### src/sv/kwm_pkg.sv
// package: sizes, codes and shared types of the k-way merge engine
`default_nettype none
package kwm_pkg;

  localparam int LISTS    = 8;
  localparam int LIST_LEN = 256;

  localparam int LIST_IDX_W = (LISTS > 1) ? $clog2(LISTS) : 1;
  localparam int OFF_W      = (LIST_LEN > 1) ? $clog2(LIST_LEN) : 1;
  localparam int POS_W      = $clog2(LIST_LEN + 1);
  localparam int ADDR_W     = LIST_IDX_W + OFF_W;
  localparam int RAM_DEPTH  = 1 << ADDR_W;
  localparam int VAL_W      = 32;

  localparam int OP_W     = 2;
  localparam int SEL_W    = 3;
  localparam int STATUS_W = 2;
  localparam int FROM_W   = 3;

  typedef enum logic [OP_W-1:0] {
    OP_CLEAR  = 2'd0,
    OP_APPEND = 2'd1,
    OP_POP    = 2'd2
  } op_e;

  typedef enum logic [STATUS_W-1:0] {
    ST_DONE   = 2'd0,
    ST_POPPED = 2'd1,
    ST_EMPTY  = 2'd2,
    ST_FULL   = 2'd3
  } status_e;

  typedef enum logic [2:0] {
    S_IDLE,
    S_EXEC,
    S_SCAN,
    S_DRAIN,
    S_POP_END
  } state_e;

  typedef struct packed {
    logic init;
    logic load;
  } cmp_ctl_t;

  typedef struct packed {
    logic                  found;
    logic [LIST_IDX_W-1:0] idx;
    logic [POS_W-1:0]      pos;
    logic [VAL_W-1:0]      val;
  } best_t;

endpackage
`default_nettype wire

### src/sv/kwm_best.sv
// shared compare unit: keeps the running minimum head over a scan
`default_nettype none
module kwm_best (
  input  logic                             clk_i,
  input  logic                             rst_ni,
  input  kwm_pkg::cmp_ctl_t                ctl_i,
  input  logic [kwm_pkg::LIST_IDX_W-1:0]   idx_i,
  input  logic [kwm_pkg::POS_W-1:0]        pos_i,
  input  logic [kwm_pkg::VAL_W-1:0]        value_i,
  output kwm_pkg::best_t                   best_o
);

  logic                           found_q;
  logic [kwm_pkg::LIST_IDX_W-1:0] idx_q;
  logic [kwm_pkg::POS_W-1:0]      pos_q;
  logic [kwm_pkg::VAL_W-1:0]      val_q;
  logic                           take;

  // ties go to the later (higher) list
  assign take = ctl_i.load && (!found_q || (value_i <= val_q));

  always_ff @(posedge clk_i or negedge rst_ni) begin
    if (!rst_ni) begin
      found_q <= 1'b0;
    end else if (ctl_i.init) begin
      found_q <= 1'b0;
    end else if (take) begin
      found_q <= 1'b1;
    end
  end

  always_ff @(posedge clk_i) begin
    if (take && !ctl_i.init) begin
      idx_q <= idx_i;
      pos_q <= pos_i;
      val_q <= value_i;
    end
  end

  assign best_o.found = found_q;
  assign best_o.idx   = idx_q;
  assign best_o.pos   = pos_q;
  assign best_o.val   = val_q;

endmodule
`default_nettype wire

### config.mk
export PLATFORM = sky130hd
export DESIGN_NAME = kwm_best
export DESIGN_NICKNAME = d
export VERILOG_FILES = /design/src/sv/kwm_pkg.sv /design/src/sv/kwm_best.sv
export SDC_FILE = /design/constraint.sdc
export NUM_CORES = 1
export LEC_CHECK = 0
export ABC_AREA = 1
export BUFFER_PORTS_ARGS = -buffer_cell sky130_fd_sc_hd__clkbuf_2
export CAP_MARGIN = 40
export CORE_ASPECT_RATIO = 0.5
export CORE_MARGIN = 2
export CORE_UTILIZATION = 35
export DETAILED_ROUTE_END_ITERATION = 8
export HOLD_SLACK_MARGIN = 0.06
export PLACE_DENSITY = 0.62
export SYNTH_ARGS = -nofsm -noshare
export SYNTH_HDL_FRONTEND = slang
export SYNTH_SLANG_ARGS = --single-unit
### constraint.sdc
create_clock -name clk_i -period 3.8 [get_ports clk_i]
set_clock_uncertainty 0.2 [all_clocks]
set_input_delay 0.38 -clock clk_i [delete_from_list [all_inputs] [get_ports clk_i]]
set_output_delay 0.38 -clock clk_i [all_outputs]
set_load 0.1 [all_outputs]
==> Word-level counts from Yosys, hierarchy flattened <==
Cells that the tools add are included.
{ "classes": {"muxes": 2, "order_cmp": 1, "n_reduce_logical": 6} }
{ "ops": {"columns": ["operator", "count"], "rows": [
  ["<= comparator 32 bit", 1],
  ["logical AND 1 bit", 2],
  ["zero test 1 bit", 2],
  ["2-to-1 mux 1 bit", 2],
  ["nonzero test 2 bit", 1],
  ["logical OR 1 bit", 1]
]} }
{ "word_totals": {"register_bits": 45, "out_inout_bits": 45, "inputBits": 48} }

==> Longest topological paths before layout <==
{ "depth": {"ltp_word": 5, "depth_mapped": 14, "depth_no_buf": 14} }

==> Worst setup path after synthesis <==
No wires, ideal clock.
{ "synth_path": {"path_kind": "reg2reg", "from": "register val_q[7] in the netlist's numbering", "to": "register idx_q[0] in the netlist's numbering, enable pin", "arrival_time_ns": 3.133, "n_path_buf": 0, "path_stages_with_launch": 11, "required_ns": 3.183, "path_slack_ns": 0.050, "cell_sequence": "edfxtp_1 > inv_1 > ha_1 > a21o_1 > nor2_1 > nand2_1 > nand2_1 > nand2_1 > nand2_1 > nand2_1 > a21oi_2"} }
{ "synth_via": {"elab_chain_cells": 4} }
{ "synth_lines": {"columns": ["item", "line", "source"], "rows": [
  ["start: declaration", "kwm_best.sv:16", "logic [kwm_pkg::VAL_W-1:0] val_q;"],
  ["start signal: assignment", "kwm_best.sv:36", "val_q <= value_i;"],
  ["<= comparator 32 bit", "kwm_best.sv:20", "assign take = ctl_i.load && (!found_q || (value_i <= val_q));"],
  ["logical OR 1 bit", "kwm_best.sv:20", null],
  ["logical AND 1 bit", "kwm_best.sv:20", null],
  ["logical AND 1 bit", "kwm_best.sv:33", "if (take && !ctl_i.init) begin"],
  ["end signal: assignment", "kwm_best.sv:34", "idx_q <= idx_i;"],
  ["end: declaration", "kwm_best.sv:14", "logic [kwm_pkg::LIST_IDX_W-1:0] idx_q;"]
]} }
Every way passes these cells.
A chain may end at the register's enable or synchronous reset.

==> Worst setup path in the final report <==
{ "layout_path": {"from": "register val_q[31] in the netlist's numbering", "to": "register val_q[15] in the netlist's numbering, enable pin"} }
{ "layout_via": {"elab_chain_cells": 4} }
{ "layout_lines": {"columns": ["item", "line"], "rows": [
  ["<= comparator 32 bit", "kwm_best.sv:20"],
  ["logical OR 1 bit", "kwm_best.sv:20"],
  ["logical AND 1 bit", "kwm_best.sv:20"],
  ["logical AND 1 bit", "kwm_best.sv:33"]
]} }
Every way passes these cells.

==> run metrics <==
area share of the largest cell type after synthesis 0.586; Synth warnings 0; CP required 3580 ps; Area growth syn-to-layout 33.9%; pwr dens 430 nW/um^2; routed vias 1629; Fin. Hold Viols 0; Total Neg Setup Slack 0 ps; ys flop type edfxtp_1; Slew Viols, Final 0; drt initial violations 49; floorplan core area 6160 sq um; DRC Markers 0; clock slew at reported path FFs 60 ps; end of the worst register-to-register path val_q[15]$_DFFE_PP_; Max VDD drop 0.163 mV; Hold Path Class input pin to register; vias in the first global route 1548; worst skew pair latency 280 ps; Mapped Cells 191; R2R depth 9; Avg Inst Size Synth 11.8 sq um; crit path from val_q[31]$_DFFE_PP_; GRT Total Usage 0.133; H-Tree Depth 2; WS Path Type register to register; Post-synth EDFFs 44; fmax 360 MHz; Worst Hold Depth 1; max-cap violations 0; post-synth top area cell edfxtp_1; maximum buffer depth of the clock tree 2; worst-path cell chain inv_1, ha_1, nand2_2, nor2_4, nand2_2, nor3b_2, a21oi_1, a21oi_4, buf_12; synthesized flop and latch total 45; final WL 4690 um; commonest non-fill, non-tap cells in the layout 92 x clkbuf_2, 44 x edfxtp_1, 41 x inv_1; sequential area share after synthesis 0.597; Vias/cell 4.26; Root Buffer clkbuf_16; Crit path top cell by count nand2_2; CTS Buf Count 5; share of cells above drive strength 1 0.371; post-synthesis cell type count 19; Tot Pwr 1.30 mW; Die H 60.7 um; Worst slew margin 0.536; Crit Path Max Fanout 26; total gr overflow 0; global-route wire length before repair 7330 um; critical path's slowest cell a21oi_4; Post-DP HPWL 3740 um; CP peak stage delay 600 ps; drt first pass iters 4; ant diodes 0; die width 117 um; Top-Level Pins 93; number of setup buffers added after CTS 0; initial antenna violation count 0; flop2flop setup slack 1020 ps; Fillers 585; Crit path arrival time 2560 ps; routability cong. 0.744; unrepaired setup endpoints after global routing false; CTS tree built; nature of the critical path startpoint register; top cells by area, synth edfxtp_1 59%, ha_1 18%, inv_1 6.8%, nand2_1 5.3%, a21oi_1 3.6%; WL per Instance 12.3 um; outcome finished clean; Die Area 7140 sq um; # clock sinks 45; Layout Nets 373; port buffer count 92; crit end category register; Setup crit end val_q[15]$_DFFE_PP_; starting density of the core 0.366; Worst Max-Slew Pin Slew 695 ps; antenna-violating nets left 0; final worst path period need 2780 ps; Leakage 1.51 nW; ys async rst share 0.0222; most common cell after layout, fill and taps aside clkbuf_2; Synth Net Count 271; Worst R2R Start val_q[31]$_DFFE_PP_; mapped cell area 2250 sq um; FP Rows 20; Final Setup Violations 0; largest net degree at the start of global routing 27; period utilisation layout 0.730
-- where the power goes --
| group | switching [mW] | leakage (nW) | internal (mW) | total (mW) |
|---|---|---|---|---|
| clock network | 0.179 | 0.0696 | 0.241 | 0.421 |
| logic | 0.227 | 1.02 | 0.0681 | 0.295 |
| registers | 0.00953 | 0.423 | 0.573 | 0.582 |
-- critical path: cells and delay by family, from the launching register on --
family	cells	cell delay (ps)
flip-flops	1	350
buffers and inverters	2	320
AND/OR/NAND/NOR	4	520
AO/OA/AOI/OAI	2	760
adder cells (fa/ha/maj)	1	300
-- cell families after synthesis --
group,after synthesis,synth area share
AOI/OAI and AO/OA,22,0.0539
adders and majority gates,32,0.178
buffers and inverters,42,0.0716
DFF,45,0.597
and+or+nand+nor,50,0.0994
-- what timing repair did --
| item | 4_1_cts | 5_1_grt |
|---|---|---|
| endpoints found under the hold margin | 2 | 1 |
| hold buffers | 2 | 1 |
| resized for setup | 0 | 0 |
-- routing by layer --
metal	wire, um	part of all wire	global-route usage	vias to the layer above
li1	-	-	-	842
met1	2090	0.45	0.170	746
met2	2410	0.51	0.233	34
met3	144	0.031	0.0338	7
met4	40	0.0085	0.0361	0
met5	0	0	0	-
-- area by class of cell --
cell class	instances	area, sq um	share of cell area
inverters	41	154	0.0510
well taps	88	110	0.0365
multi-input cells	104	753	0.250
clock buffers	5	125	0.0415
repair buffers	96	510	0.169
flip-flops and latches	45	1350	0.446
clock inverters	3	17.5	0.00581
-- Yosys cell counts, drive strengths merged (2+ instances only) --
cell,count
a21oi,17
ha,32
nand4,2
nand2,35
o21ai,2
nor2,9
edfxtp,44
nand3,2
inv,41
o21a,2
-- worst min-delay path by stage --
stage	start	end	slack, ps
6_report	pos_i[5]	pos_q[5]$_DFFE_PP_	70
5_1_grt	pos_i[3]	pos_q[3]$_DFFE_PP_	60
4_1_cts	idx_i[2]	idx_q[2]$_DFFE_PP_	60
3_5_place_dp	rst_ni	found_q$_DFFE_PN0P_	-40
3_3_place_gp	rst_ni	found_q$_DFFE_PN0P_	-40
2_1_floorplan	rst_ni	found_q$_DFFE_PN0P_	-120
-- stage by stage --
stage	cell area, sq um	instances	setup slack (ps)	hold slack [ps]	utilization
2_1_floorplan	2250	191	50.0	-116	-
3_3_place_gp	2840	371	974	-43.9	0.462
3_5_place_dp	2840	371	923	-43.6	0.462
4_1_cts	3010	381	998	61.7	0.488
5_1_grt	3020	382	813	61.4	0.490
6_report	3020	382	1020	71.3	0.490
-- state kept, by name, indices dropped and copies added (netlist names) --
| signal | flops |
|---|---|
| val_q | 32 |
| found_q | 1 |
| pos_q | 9 |
| idx_q | 3 |
Power figures use the tool's default switching activity.
