===== config.mk =====
export PLATFORM = sky130hd
export DESIGN_NAME = kwm_ctrl
export DESIGN_NICKNAME = d
export VERILOG_FILES = /design/src/sv/kwm_pkg.sv /design/src/sv/kwm_ctrl.sv
export SDC_FILE = /design/constraint.sdc
export NUM_CORES = 1
export LEC_CHECK = 0
export ABC_AREA = 1
export ABC_CLOCK_PERIOD_IN_PS = 3020
export BUFFER_PORTS_ARGS = -buffer_cell sky130_fd_sc_hd__buf_2
export CAP_MARGIN = 10
export CORE_ASPECT_RATIO = 1.75
export CORE_UTILIZATION = 55
export CTS_CLUSTER_DIAMETER = 50
export DETAILED_ROUTE_END_ITERATION = 8
export PLACE_DENSITY = 0.84
export SLEW_MARGIN = 20
export SYNTH_ARGS = -nofsm -noshare
export SYNTH_HDL_FRONTEND = slang
export SYNTH_SLANG_ARGS = --single-unit

===== constraint.sdc =====
create_clock -name clk_i -period 3.02 [get_ports clk_i]
set_input_delay 0 -clock clk_i [delete_from_list [all_inputs] [get_ports clk_i]]
set_output_delay 0 -clock clk_i [all_outputs]
set_load 0.1 [all_outputs]

===== src/sv/kwm_pkg.sv =====
// package: sizes, codes and shared types of the k-way merge engine
`default_nettype none
package kwm_pkg;

  localparam int LISTS    = 8;
  localparam int LIST_LEN = 256;

  localparam int LIST_IDX_W = (LISTS > 1) ? $clog2(LISTS) : 1;
  localparam int OFF_W      = (LIST_LEN > 1) ? $clog2(LIST_LEN) : 1;
  localparam int POS_W      = $clog2(LIST_LEN + 1);
  localparam int ADDR_W     = LIST_IDX_W + OFF_W;
  localparam int RAM_DEPTH  = 1 << ADDR_W;
  localparam int VAL_W      = 32;

  localparam int OP_W     = 2;
  localparam int SEL_W    = 3;
  localparam int STATUS_W = 2;
  localparam int FROM_W   = 3;

  typedef enum logic [OP_W-1:0] {
    OP_CLEAR  = 2'd0,
    OP_APPEND = 2'd1,
    OP_POP    = 2'd2
  } op_e;

  typedef enum logic [STATUS_W-1:0] {
    ST_DONE   = 2'd0,
    ST_POPPED = 2'd1,
    ST_EMPTY  = 2'd2,
    ST_FULL   = 2'd3
  } status_e;

  typedef enum logic [2:0] {
    S_IDLE,
    S_EXEC,
    S_SCAN,
    S_DRAIN,
    S_POP_END
  } state_e;

  typedef struct packed {
    logic init;
    logic load;
  } cmp_ctl_t;

  typedef struct packed {
    logic                  found;
    logic [LIST_IDX_W-1:0] idx;
    logic [POS_W-1:0]      pos;
    logic [VAL_W-1:0]      val;
  } best_t;

endpackage
`default_nettype wire


===== src/sv/kwm_ctrl.sv =====
// sequencer with head and fill pointers, drives the list ram and compare unit
`default_nettype none
module kwm_ctrl (
  input  logic                            clk_i,
  input  logic                            rst_ni,
  input  logic                            start,
  output logic                            busy,
  input  logic [kwm_pkg::OP_W-1:0]        op_i,
  input  logic [kwm_pkg::SEL_W-1:0]       list_sel_i,
  input  logic [kwm_pkg::VAL_W-1:0]       value_i,
  output logic                            ram_we_o,
  output logic [kwm_pkg::ADDR_W-1:0]      ram_waddr_o,
  output logic [kwm_pkg::VAL_W-1:0]       ram_wdata_o,
  output logic [kwm_pkg::ADDR_W-1:0]      ram_raddr_o,
  output kwm_pkg::cmp_ctl_t               cmp_ctl_o,
  output logic [kwm_pkg::LIST_IDX_W-1:0]  cmp_idx_o,
  output logic [kwm_pkg::POS_W-1:0]       cmp_pos_o,
  input  kwm_pkg::best_t                  best_i,
  output logic                            done_o,
  output logic [kwm_pkg::STATUS_W-1:0]    status_o,
  output logic [kwm_pkg::VAL_W-1:0]       min_value_o,
  output logic [kwm_pkg::FROM_W-1:0]      from_list_o
);

  localparam logic [kwm_pkg::LIST_IDX_W-1:0] LastIdx =
    kwm_pkg::LIST_IDX_W'(kwm_pkg::LISTS - 1);
  localparam logic [kwm_pkg::POS_W-1:0] FullPos =
    kwm_pkg::POS_W'(kwm_pkg::LIST_LEN);

  kwm_pkg::state_e state_q, state_d;

  logic [kwm_pkg::POS_W-1:0]      head_q [kwm_pkg::LISTS];
  logic [kwm_pkg::POS_W-1:0]      fill_q [kwm_pkg::LISTS];
  logic [kwm_pkg::LIST_IDX_W-1:0] idx_q, idx_d;
  logic [kwm_pkg::OP_W-1:0]       op_q;
  logic                           sel_ok_q;
  logic [kwm_pkg::VAL_W-1:0]      value_q;

  logic                           rd_vld_q;
  logic [kwm_pkg::LIST_IDX_W-1:0] rd_idx_q;
  logic [kwm_pkg::POS_W-1:0]      rd_pos_q;

  logic [kwm_pkg::POS_W-1:0] cur_head;
  logic [kwm_pkg::POS_W-1:0] cur_fill;
  logic                      accept;
  logic                      clr_all;
  logic                      fill_inc;
  logic                      head_inc;
  logic                      issue;
  logic                      issue_vld;

  logic                         done_d;
  logic [kwm_pkg::STATUS_W-1:0] status_d;
  logic [kwm_pkg::VAL_W-1:0]    min_value_d;
  logic [kwm_pkg::FROM_W-1:0]   from_list_d;

  assign busy      = (state_q != kwm_pkg::S_IDLE);
  assign accept    = start && !busy;
  assign cur_head  = head_q[idx_q];
  assign cur_fill  = fill_q[idx_q];
  assign issue_vld = cur_head < cur_fill;

  assign ram_waddr_o = {idx_q, cur_fill[kwm_pkg::OFF_W-1:0]};
  assign ram_wdata_o = value_q;
  assign ram_raddr_o = {idx_q, cur_head[kwm_pkg::OFF_W-1:0]};

  assign cmp_ctl_o.init = accept;
  assign cmp_ctl_o.load = rd_vld_q;
  assign cmp_idx_o      = rd_idx_q;
  assign cmp_pos_o      = rd_pos_q;

  always_comb begin
    state_d     = state_q;
    idx_d       = idx_q;
    clr_all     = 1'b0;
    fill_inc    = 1'b0;
    head_inc    = 1'b0;
    issue       = 1'b0;
    ram_we_o    = 1'b0;
    done_d      = 1'b0;
    status_d    = kwm_pkg::ST_DONE;
    min_value_d = '0;
    from_list_d = '0;
    case (state_q)
      kwm_pkg::S_IDLE: begin
        if (accept) begin
          if (op_i == kwm_pkg::OP_POP) begin
            state_d = kwm_pkg::S_SCAN;
            idx_d   = '0;
          end else begin
            state_d = kwm_pkg::S_EXEC;
            idx_d   = kwm_pkg::LIST_IDX_W'(list_sel_i);
          end
        end
      end
      kwm_pkg::S_EXEC: begin
        state_d = kwm_pkg::S_IDLE;
        done_d  = 1'b1;
        case (op_q)
          kwm_pkg::OP_CLEAR: begin
            clr_all = 1'b1;
          end
          kwm_pkg::OP_APPEND: begin
            if (!sel_ok_q || (cur_fill >= FullPos)) begin
              status_d = kwm_pkg::ST_FULL;
            end else begin
              ram_we_o = 1'b1;
              fill_inc = 1'b1;
            end
          end
          default: begin
          end
        endcase
      end
      kwm_pkg::S_SCAN: begin
        issue = 1'b1;
        idx_d = idx_q + 1'b1;
        if (idx_q == LastIdx) begin
          state_d = kwm_pkg::S_DRAIN;
        end
      end
      kwm_pkg::S_DRAIN: begin
        state_d = kwm_pkg::S_POP_END;
      end
      kwm_pkg::S_POP_END: begin
        state_d = kwm_pkg::S_IDLE;
        done_d  = 1'b1;
        if (best_i.found) begin
          head_inc    = 1'b1;
          status_d    = kwm_pkg::ST_POPPED;
          min_value_d = best_i.val;
          from_list_d = kwm_pkg::FROM_W'(best_i.idx);
        end else begin
          status_d = kwm_pkg::ST_EMPTY;
        end
      end
      default: begin
        state_d = kwm_pkg::S_IDLE;
      end
    endcase
  end

  always_ff @(posedge clk_i or negedge rst_ni) begin
    if (!rst_ni) begin
      state_q  <= kwm_pkg::S_IDLE;
      rd_vld_q <= 1'b0;
      done_o   <= 1'b0;
      idx_q    <= '0;
    end else begin
      state_q  <= state_d;
      rd_vld_q <= issue && issue_vld;
      done_o   <= done_d;
      idx_q    <= idx_d;
    end
  end

  always_ff @(posedge clk_i or negedge rst_ni) begin
    if (!rst_ni) begin
      for (int k = 0; k < kwm_pkg::LISTS; k++) begin
        head_q[k] <= '0;
        fill_q[k] <= '0;
      end
    end else if (clr_all) begin
      for (int k = 0; k < kwm_pkg::LISTS; k++) begin
        head_q[k] <= '0;
        fill_q[k] <= '0;
      end
    end else begin
      if (fill_inc) begin
        fill_q[idx_q] <= cur_fill + 1'b1;
      end
      if (head_inc) begin
        head_q[best_i.idx] <= best_i.pos + 1'b1;
      end
    end
  end

  always_ff @(posedge clk_i) begin
    if (accept) begin
      op_q     <= op_i;
      sel_ok_q <= (32'(list_sel_i) < 32'(kwm_pkg::LISTS));
      value_q  <= value_i;
    end
    rd_idx_q    <= idx_q;
    rd_pos_q    <= cur_head;
    status_o    <= status_d;
    min_value_o <= min_value_d;
    from_list_o <= from_list_d;
  end

`ifndef SYNTHESIS
  a_done_idle: assert property (@(posedge clk_i) disable iff (!rst_ni)
    done_o |-> !busy)
    else $error("result strobe while busy");
  a_done_after_work: assert property (@(posedge clk_i) disable iff (!rst_ni)
    done_o |-> $past(busy))
    else $error("result strobe without a transaction in progress");
  a_accept_busy: assert property (@(posedge clk_i) disable iff (!rst_ni)
    accept |=> busy)
    else $error("accepted transaction did not raise busy");
  a_zero_fields: assert property (@(posedge clk_i) disable iff (!rst_ni)
    (done_o && (status_o != kwm_pkg::ST_POPPED)) |->
      ((min_value_o == '0) && (from_list_o == '0)))
    else $error("non-pop result carries nonzero fields");
  a_load_in_pop: assert property (@(posedge clk_i) disable iff (!rst_ni)
    rd_vld_q |-> ((state_q == kwm_pkg::S_SCAN) || (state_q == kwm_pkg::S_DRAIN)))
    else $error("compare load outside a pop scan");
`endif

endmodule
`default_nettype wire


Word-level counts from Yosys, hierarchy flattened
Cells that the tools add are included.
- bitwise gates (word level): 2
- eq/ne operators: 9
- add/subtract/negate cells: 3
- reduce and logical (&&, ||, !) cells: 15
- $lt $le $gt $ge: 6
- mux-type cells: 36
- operator list (cell ; count):
    $mux 72 ; 4
    $bwmux 72 ; 2
    $bmux 9 s3 ; 2
    $demux 9 s3 ; 2
    $mux 9 ; 6
    $add 9x1->9 const B ; 2
    $mux 3 ; 4
    $ge 9x9->1 const B ; 1
    $lt 9x9->1 ; 1
    $mux 1 ; 9
    $pmux 3 s3 ; 1
    $ge 4x4->1 const B ; 2
    $lt 4x1->1 const B ; 2
    $mux 2 ; 4
    $not 3->4 ; 2
    $eq 3x2->1 const B ; 2
    $eq 3x3->1 const B ; 2
    $pmux 3 s2 ; 1
    $reduce_and 2->1 ; 3
    $reduce_bool 2->1 ; 3
    $logic_and 1x1->1 ; 4
    $ne 2x2->1 const B ; 2
    $pmux 2 s2 ; 1
    $add 3x1->3 const B ; 1
    other kinds (8) ; 8
- output and inout bits: 108
- logic and storage cells: 98
- bits in registers: 235

Longest topological paths before layout
- depth after elaboration: 10
- depth in mapped cells: 17
- depth with buffers taken out: 16

Worst setup path before layout
Ideal clock, no wire load.
- path kind: register -> register
- from: register idx_q[0] in the netlist's numbering
- to: register fill_q[11] in the netlist's numbering
- data arrival time: 4.062 ns
- path slack: -1.107 ns
- stages on the path, launching flop included: 12
- period minus slack after synthesis: 4.127 ns
- cell sequence: dfrtp_1 > buf_4 > buf_2 > nand2_1 > o211ai_1 > nand4_1 > ha_1 > inv_1 > nor2_1 > nor2_1 > nand2_1 > nand2_1
- word-level cells in the longest chain between the ends: 9
- RTL lines (element ; line ; RTL):
    from (decl) ; kwm_ctrl.sv:34 ; logic [kwm_pkg::LIST_IDX_W-1:0] idx_q, idx_d;
    from (signal assigned) ; kwm_ctrl.sv:153 ; idx_q <= idx_d;
    $not 3->4 (implied by the code) * ; kwm_ctrl.sv:60 ; assign cur_fill = fill_q[idx_q];
    $bmux 9 s3 * ; kwm_ctrl.sv:60 ;
    $mux 9 (implied by the code) * (2 in a row) ; kwm_ctrl.sv:60 ;
    via ram_waddr_o (one bit) ; kwm_ctrl.sv:12 ; output logic [kwm_pkg::ADDR_W-1:0] ram_waddr_o,
    $ge 9x9->1 ; kwm_ctrl.sv:104 ; if (!sel_ok_q || (cur_fill >= FullPos)) begin
    $mux 1 ; kwm_ctrl.sv:104 ;
    $mux 1 ; kwm_ctrl.sv:99 ; case (op_q)
    $mux 1 ; kwm_ctrl.sv:84 ; case (state_q)
    $reduce_bool 2->1 (no source line) ; n/a ;
    to (signal, indexed assignment) ; kwm_ctrl.sv:170 ; fill_q[idx_q] <= cur_fill + 1'b1;
    to (decl) ; kwm_ctrl.sv:33 ; logic [kwm_pkg::POS_W-1:0] fill_q [kwm_pkg::LISTS];
The timed path passes the listed nets; every way through them passes the cells marked *. The select of a mux whose other input is x is not followed.
A chain may end at the register's enable or synchronous reset.

Final worst setup path
- from: register idx_q[0] in the netlist's numbering
- to: output port ram_raddr_o[0] in the netlist's numbering
- word-level cells in the longest chain between the ends: 4
- RTL lines (element ; line ; RTL):
    $not 3->4 (implied by the code) ; kwm_ctrl.sv:59 ; assign cur_head = head_q[idx_q];
    $bmux 9 s3 ; kwm_ctrl.sv:59 ;
    $mux 9 (implied by the code) (2 in a row) ; kwm_ctrl.sv:59 ;
    to (decl) ; kwm_ctrl.sv:14 ; output logic [kwm_pkg::ADDR_W-1:0] ram_raddr_o,
Every way passes these cells. The select of a mux whose other input is x is not followed.

==> metrics.md <==
| Metric | Value |
|---|---|
| Via/cell ratio | `5.745` |
| Fmax | `347.9 MHz` |
| Clock Path Buffers | `3` |
| Seq. cell area | `5814 sq um` |
| Post-synth EDFFs | `34` |
| CP Launch Point | `idx_q[0]$_DFFE_PN0P_` |
| Max_cap viols | `0` |
| Hold path endpoint | `head_q[58]$_DFFE_PN0P_` |
| Drt initial violations | `697` |
| Root buffer cell | `clkbuf_16` |
| First-pass DRT Iterations | `5` |
| Worst r2r src | `idx_q[1]$_DFFE_PN0P_` |
| RSZ-0062 raised after global routing | `true` |
| Setup Skew | `0.01256 ns` |
| Clock Pin Slew Worst Setup and Hold Paths | `0.08 ns` |
| Crit path launch type | `flop` |
| Placed inst area | `11220 sq um` |
| Die Area | `18830 sq um` |
| Top-area cell type share of the netlist area | `37.86%` |
| Share of layout cells above drive strength 1 | `21.46%` |
| Slew @ Worst Pin | `0.8903 ns` |
| Hold depth | `3` |
| Leading cell types by count after synthesis | `nand2_1, nand3_1, dfrtp_1` |
| Clock Sinks | `235` |
| Final Critical Period | `2.874 ns` |
| Diode count | `0` |
| Starting Density | `55.90%` |
| WL/cell | `18.85 microns` |
| Global route total overflow | `0` |
| R2r endpoint | `rd_vld_q$_DFF_PN0_` |
| Yosys top cell by area | `dfrtp_1` |
| Vias in the first global route | `9420` |
| Kind of critical path | `flop to output pin` |
| Hold Crit Class | `primary input to flop` |
| Port bufs | `192` |
| Fill count | `1355` |
| CP required | `3.02 ns` |
| Sequential fraction of the synthesis area | `57.78%` |
| Mean post-synth cell area | `8.813 sq um` |
| RePlAce Congestion | `0.9463` |
| Slew Viols, Final | `0` |
| All-layer global routing usage | `33.15%` |
| Total Wirelength | `30930 microns` |
| Placement row count | `65` |
| Largest net degree at the start of global routing | `90` |
| CP arrival | `2.87 ns` |
| Most common cell in the netlist | `nand2_1` |
| Outcome | `finished, final reports clean` |
| Hold path startpoint | `best_i[36]` |
| H-tree Lvls | `1` |
| Fin crit share | `95.18%` |
| CTS tree | `built` |
| Largest fanout on the critical path | `27` |
| Worst reg-to-reg setup slack | `0.19 ns` |
| CTS Buf Count | `21` |
| Cell Pwr Density | `916.9 nW/um^2` |
| HPWL after DPL | `20360 microns` |
| Skew-Pair Late Insertion Delay | `0.50 ns` |
| VDD IR max | `0.7957 mV` |
| ANT nets after route | `0` |
| FFs w/ async S/R, synth | `64.68%` |
| Path depth of the worst reg2reg path | `15` |
| Final setup fails | `0` |
| Final hold vios | `0` |
| CP Capture Type | `output pin` |
| Synth Net Count | `1237` |
| Post-layout util | `70.99%` |
| Post-synthesis cell count | `1140` |
| Worst slew margin | `40.65%` |
| Antenna violations before repair | `0` |
| Core area | `17970 sq um` |
| FF+latch count, synth | `235` |
| Yosys warns | `0` |
| I/O pin cnt | `193` |
| Total power | `11700 uW` |
| Pleak | `0.006630 uW` |
| Setup TNS Final | `0 ns` |
| Drt drc | `0` |
| Via count | `9428` |
| Dominant synthesized flop cell | `dfrtp_1` |
| Multi-input gate area | `3518 sq um` |
| Cell Area, Synth | `10050 sq um` |
| Die height | `180.8 microns` |
| Count of different cell masters after synthesis | `34` |
| Area Overhead vs Synth | `26.99%` |
| Die width | `104.2 microns` |
| Post-layout nets | `1490` |
| First-pass GRT wire length | `48560 microns` |
| Cell area after layout | `12760 sq um` |
| Synth area leaders | `dfrtp_1, nand2_1, edfxtp_1` |
[cell families (layout without fill, tap and decap cells)]
| kind of cell | count (synthesis) | after routing | share of synthesized area [%] |
|---|---|---|---|
| simple gates | 570 | 570 | 24.58 |
| flops | 235 | 235 | 57.78 |
| buf+inv | 183 | 450 | 7.559 |
| compound gates | 133 | 133 | 7.821 |
| fa+ha+maj | 12 | 12 | 1.494 |
| xor+xnor | 7 | 7 | 0.7597 |
[power by group]
part	total, uW	internal [uW]	switching [uW]
logic	4760	908	3850
clock network	2880	1670	1210
registers	4060	3750	314
[layout by cell type (no fill, tap or decap), types with 36 or more instances in the layout]
cell and n:
o21ai_0 55, nand2_1 288, dfrtp_1 149, nand3_1 175, o22ai_1 36, dfxtp_1 49, nor2_1 60, dlygate4sd3_1 76
buf_2 190, inv_1 106
[flip-flops by register name (all words and copies together), names as in the netlist]
| signal | count |
|---|---|
| cmp_idx_o | 3 |
| cmp_pos_o | 9 |
| done_o | 1 |
| fill_q | 72 |
| from_list_o | 3 |
| head_q | 72 |
| idx_q | 3 |
| min_value_o | 32 |
| op_q | 2 |
| ram_wdata_o | 32 |
| rd_vld_q | 1 |
| state_q | 3 |
| status_o | 2 |
[per-stage QoR]
stage          setup slack [ns]  instances  hold WS (ns)
2_1_floorplan           -0.5663       1140       -0.2956
3_3_place_gp             0.1316       1527        0.1309
3_5_place_dp             0.1283       1527        0.1348
4_1_cts                 0.07141       1640       0.02850
5_1_grt               -0.006852       1641       0.05875
6_report                 0.1457       1641       0.05361
[critical path, cell delays in order, from the launching register on]
cell	delay, ns
dfrtp_4	0.58
inv_4	0.28
nor2_1	0.11
buf_4	0.18
nand2_1	0.15
o21ai_0	0.15
nor2_1	0.34
nand3_1	0.21
buf_2	0.35
[worst max path at each step]
| stage | to | slack, ns | cells past startpoint |
|---|---|---|---|
| after floorplan | fill_q[49]$_DFFE_PN0P_ | -0.57 | 10 |
| after detailed placement | rd_vld_q$_DFF_PN0_ | 0.13 | 14 |
| after CTS | ram_we_o | 0.07 | 10 |
| after global routing | rd_vld_q$_DFF_PN0_ | -0.007 | 15 |
| after global placement | fill_q[68]$_DFFE_PN0P_ | 0.13 | 13 |
| final | ram_raddr_o[0] | 0.15 | 8 |
[layout make-up]
cell class,instances,area share (%)
Sequential cell,235,45.57
Multi-Input combinational cell,722,27.58
Timing Repair Buffer,288,15.03
Clock buffer,25,4.648
Inverter,125,3.697
Tap cell,234,2.295
Clock inverter,12,1.177
[metal layers]
| metal | GRT usage (%) | up-vias | wire [microns] |
|---|---|---|---|
| met2 | 59.44 | 569 | 16060 |
| met5 | 0 | - | 0 |
| met3 | 4.762 | 156 | 2232 |
| met1 | 34.72 | 4456 | 10210 |
| li1 | - | 4247 | - |
| met4 | 25.26 | 0 | 2426 |
[timing repair]
| action | in CTS | in global routing |
|---|---|---|
| setup buffers | 0 | 1 |
| setup endpoints to repair | 1 | 31 |
| resized for setup | 1 | 2 |
| hold buffers | 76 | 0 |
| endpoints found under the hold margin | 171 | 0 |
| pin swaps | 0 | 1 |
No activity file was read; power rests on OpenSTA's default activity.
